<file path="config.mk">
export PLATFORM = sky130hd
export DESIGN_NAME = upfp_ctrl
export DESIGN_NICKNAME = d
export VERILOG_FILES = /design/src/upfp_pkg.sv /design/src/upfp_ctrl.sv
export SDC_FILE = /design/constraint.sdc
export NUM_CORES = 1
export LEC_CHECK = 0
export BUFFER_PORTS_ARGS = -buffer_cell sky130_fd_sc_hd__buf_2
export CORE_AREA = 3 3 40 42
export DETAILED_ROUTE_END_ITERATION = 12
export DIE_AREA = 0 0 43 45
export PLACE_DENSITY_LB_ADDON = 0.08
export SLEW_MARGIN = 20
export SYNTH_ARGS = -nofsm -noshare
export SYNTH_HDL_FRONTEND = slang
export SYNTH_SLANG_ARGS = --single-unit
</file>
<file path="constraint.sdc">
create_clock -name clk -period 1.4 [get_ports clk]
set_input_delay 0.07 -clock clk [delete_from_list [all_inputs] [get_ports clk]]
set_output_delay 0.07 -clock clk [all_outputs]
set_load 0.005 [all_outputs]
</file>
<file path="src/upfp_pkg.sv">
// Shared types and constants for the ultra-prominent peak finder.
// Request and result payloads, controller/datapath command and status groups.
// No dependencies.
`default_nettype none

package upfp_pkg;

	localparam logic CMD_LOAD  = 1'b0;
	localparam logic CMD_QUERY = 1'b1;

	localparam logic KIND_REPORT = 1'b0;
	localparam logic KIND_ANSWER = 1'b1;

	localparam int ElevW  = 24;
	localparam int QIdxW  = 12;
	localparam int CountW = 13;

	localparam logic [ElevW-1:0] THRESHOLD_RESET = 24'd150000;

	typedef logic [ElevW-1:0] elev_t;

	typedef struct packed {
		logic              cmd;
		elev_t             elevation;
		logic              last;
		logic [QIdxW-1:0]  query_index;
	} request_t;

	typedef struct packed {
		logic              result_kind;
		logic [CountW-1:0] ultra_count;
		logic              is_ultra;
		logic              overflow;
	} result_t;

	typedef struct packed {
		logic load;
		logic query;
		logic init_fwd;
		logic init_bwd;
		logic cmp;
		logic report;
		logic answer;
	} ctl_cmd_t;

	typedef struct packed {
		logic pop;
		logic last_k;
	} ctl_sts_t;

endpackage

`default_nettype wire

</file>
<file path="src/upfp_ctrl.sv">
// Controller state machine of the peak finder: load/query dispatch and stack pass sequencing.
// Depends on upfp_pkg.
`default_nettype none

module upfp_ctrl (
	input  wire logic              clk,
	input  wire logic              arst_n,
	input  wire logic              start,
	input  wire logic              req_query,
	input  wire logic              req_last,
	input  wire upfp_pkg::ctl_sts_t sts,
	output upfp_pkg::ctl_cmd_t     cmd,
	output logic                   busy
);

	typedef enum logic [2:0] {
		IDLE, FWD_RD, FWD_CMP, BWD_RD, BWD_CMP, REPORT, ANSWER
	} state_t;

	state_t state_q, state_d;
	logic   busy_q;

	always_comb begin
		cmd     = '0;
		state_d = state_q;
		unique case (state_q)
			IDLE: begin
				if (start) begin
					if (req_query == upfp_pkg::CMD_QUERY) begin
						cmd.query = 1'b1;
						state_d   = ANSWER;
					end else begin
						cmd.load = 1'b1;
						if (req_last) begin
							cmd.init_fwd = 1'b1;
							state_d      = FWD_RD;
						end
					end
				end
			end
			FWD_RD:  state_d = FWD_CMP;
			FWD_CMP: begin
				cmd.cmp = 1'b1;
				if (!sts.pop) begin
					if (sts.last_k) begin
						cmd.init_bwd = 1'b1;
						state_d      = BWD_RD;
					end else begin
						state_d = FWD_RD;
					end
				end
			end
			BWD_RD:  state_d = BWD_CMP;
			BWD_CMP: begin
				cmd.cmp = 1'b1;
				if (!sts.pop) state_d = sts.last_k ? REPORT : BWD_RD;
			end
			REPORT: begin
				cmd.report = 1'b1;
				state_d    = IDLE;
			end
			ANSWER: begin
				cmd.answer = 1'b1;
				state_d    = IDLE;
			end
			default: state_d = IDLE;
		endcase
	end

	always_ff @(posedge clk or negedge arst_n) begin
		if (!arst_n) begin
			state_q <= IDLE;
			busy_q  <= 1'b0;
		end else begin
			state_q <= state_d;
			busy_q  <= (state_d != IDLE);
		end
	end

	assign busy = busy_q;

endmodule

`default_nettype wire

</file>
==> out/qor.yml <==
synth_warnings: 0
worstPathRequired_ns: 1.33
synth_nets: 37
dieArea_mm2: 0.00194
avgSynthCellArea_um2: 9.22
path_delay_family: "simple AND/OR/NAND/NOR gates"
num_vias: 284
insertedDiodeCount: 0
worst_slew_pin_slew_ns: 0.257
fin_crit_sh_pct: 101
worstHoldEndpoint: "state_q[2]$_DFF_PN0_"
max_freq_mhz: 704
maxCapViolCount: 0
synth_simple_gate_area_share_pct: 41.2
min-delay-start: "req_query"
end_kind: "primary output"
finalInstanceArea_um2: 460
reg2reg_setup_slack_ns: 0.06
slowest_stage: "dfrtp_2"
dpl-instance-area_um2: 362
synth_seq_cells: 4
setup_tns_ns: -0.0250
grt_pass1_vias: 302
layoutNonFillerInstCount: 67
tritoncts: "yes"
drc: 0
crit_buf_inv: 1
p_leak_nw: 0.253
crit_chain: "or3b_4, nor3b_2, buf_2"
crit_path_start: "state_q[0]$_DFF_PN0_"
worst_slack_ns: -0.0206
synth-xor-area-share_pct: 3.17
synth_top_family_by_area: "simple AND/OR/NAND/NOR gates"
multi_input_area_um2: 176
nets: 61
die_x_um: 43
synth.distinct_cells: 20
layout_common_cells: "buf_2 (13), nand2_1 (4), buf_4 (4)"
grt_pass1_wl_um: 1250
timing.rr.end: "busy$_DFF_PN0_"
cts_inserted_buffers: 3
drt_first_pass_iters: 2
slowest_delay_ns: 0.43
detail_route.wl_per_cell_um: 11.1
status: "complete, but fails checks"
layout_commonest_cell: "buf_2"
overflow: 0
rsz0062_at_grt: "true"
crit_arrival_ns: 1.35
antenna_left: 0
hold_violations: 0
p_per_area_mw_per_mm2: 2000
slew_viol_final: 0
slew_headroom_pct: 82.8
die_h_um: 45
whs_path_depth: 3
htree_num_levels: 1
worstSetupPathType: "reg -> out"
drt_iter0_markers: 5
row_count: 13
start_util_pct: 21.5
peakVddDrop_mv: 0.743
n_fill_cell: 141
cp-start-kind: "register"
grtUsageTotal_pct: 8.86
ys_seq_area_share_pct: 36.2
core-area_mm2: 0.00128
cts.sinks: 4
routed_wl_um: 745
cts_buffer_depth: 2
synth-compound-area-share_pct: 11.3
cp_max_fo: 3
muxShareOfSynthArea_pct: 0
r2r_start: "state_q[0]$_DFF_PN0_"
synth_cells: 30
io_pins: 15
final-setup-viol-count: 2
min_period_ns: 1.42
drive_gt1_share_pct: 67.3
reg2regPathDepth: 5
netlist_area_um2: 277
synthAdderAreaFrac_pct: 0
min_path_type: "in -> reg"
portBuffers: 14
placed_cells: 59
seq_area_um2: 104
fin_skew_ns: 0.00291
clock_latency_ns: 0.24
viasPerCell: 4.24
violations: "setup timing"
worst-path-stages: 3
cts.reportedPaths.clkPinSlew_ns: 0.04
grt_max_degree: 7
clockRootBuffer: "clkbuf_4"
antenna_found_initial: 0
p_total_mw: 0.921
gp_congestion: 0.692
syn_to_final_growth_pct: 66.5
[worst reg2reg max path, cell delays in order, from the launching register on]
cell and delay [ns]:
dfrtp_2 0.39, buf_4 0.14, and2b_2 0.22, a21oi_2 0.15, o221ai_2 0.12, nand4b_1 0.18
[registers in the layout (all words and copies together) (netlist names)]
register	cells
busy	1
state_q	3
[report_power, final]
group | internal [mW] | switching (mW) | total, mW
sequential | 0.181 | 0.0634 | 0.244
combinational | 0.301 | 0.230 | 0.531
clock | 0.0960 | 0.0490 | 0.145
[worst max-delay path by stage]
stage	endpoint	slack (ns)
floorplan	busy$_DFF_PN0_	0.17
global placement	busy$_DFF_PN0_	0.14
detailed placement	busy$_DFF_PN0_	0.08
CTS	cmd[3]	-0.03
global route	cmd[4]	-0.08
finish	cmd[3]	-0.02
[layout make-up]
| class | instances | share of cell area [%] |
|---|---|---|
| multi-input cells | 22 | 38.3 |
| well taps | 15 | 4.08 |
| flip-flops and latches | 4 | 22.6 |
| inverters | 3 | 2.45 |
| clock buffers | 3 | 4.89 |
| repair buffers | 20 | 27.7 |
[cell usage after synthesis]
master | count | area [um2]
a21oi_2 | 1 | 8.76
a22oi_1 | 1 | 7.51
and2b_2 | 2 | 17.5
and3b_2 | 1 | 10.0
buf_6 | 1 | 11.3
dfrtp_1 | 4 | 100
inv_1 | 3 | 11.3
nand2_1 | 4 | 15.0
nand2_2 | 1 | 6.26
nand2b_1 | 1 | 6.26
nand4b_1 | 1 | 8.76
nor2_1 | 2 | 7.51
nor2b_1 | 1 | 6.26
nor3_1 | 1 | 5.00
nor3b_1 | 1 | 7.51
nor4b_1 | 1 | 8.76
o221ai_2 | 1 | 15.0
or2_1 | 1 | 6.26
or3b_1 | 1 | 8.76
xor2_1 | 1 | 8.76
[layer usage]
layer,up-vias,share of wire [%],track usage [%]
met5,-,0,0
met4,0,0,3.61
met3,0,9.4,5.58
met2,13,51,14.7
met1,127,39,9.00
li1,144,-,-
[cell families after synthesis]
family,count (synthesis)
XOR/XNOR,1
flip-flops,4
buffers and inverters,4
AO/OA/AOI/OAI,3
AND/OR/NAND/NOR,18
[stage by stage]
step / utilization [%] / hold slack [ns] / worst slack (ns)
floorplan: - / -0.226 / 0.175
global placement: 28.1 / -0.121 / 0.136
detailed placement: 28.1 / -0.118 / 0.0812
CTS: 35.5 / 0.114 / -0.0331
global route: 35.8 / 0.144 / -0.0822
finish: 35.8 / 0.128 / -0.0206
[timing repair]
item,in CTS,in global routing
hold buffers,1,0
pin swaps,2,0
hold endpoints to repair,4,0
setup endpoints to repair,4,4
buffers inserted,4,1
gates resized for setup,8,3
No activity file was read; power rests on OpenSTA's default activity.
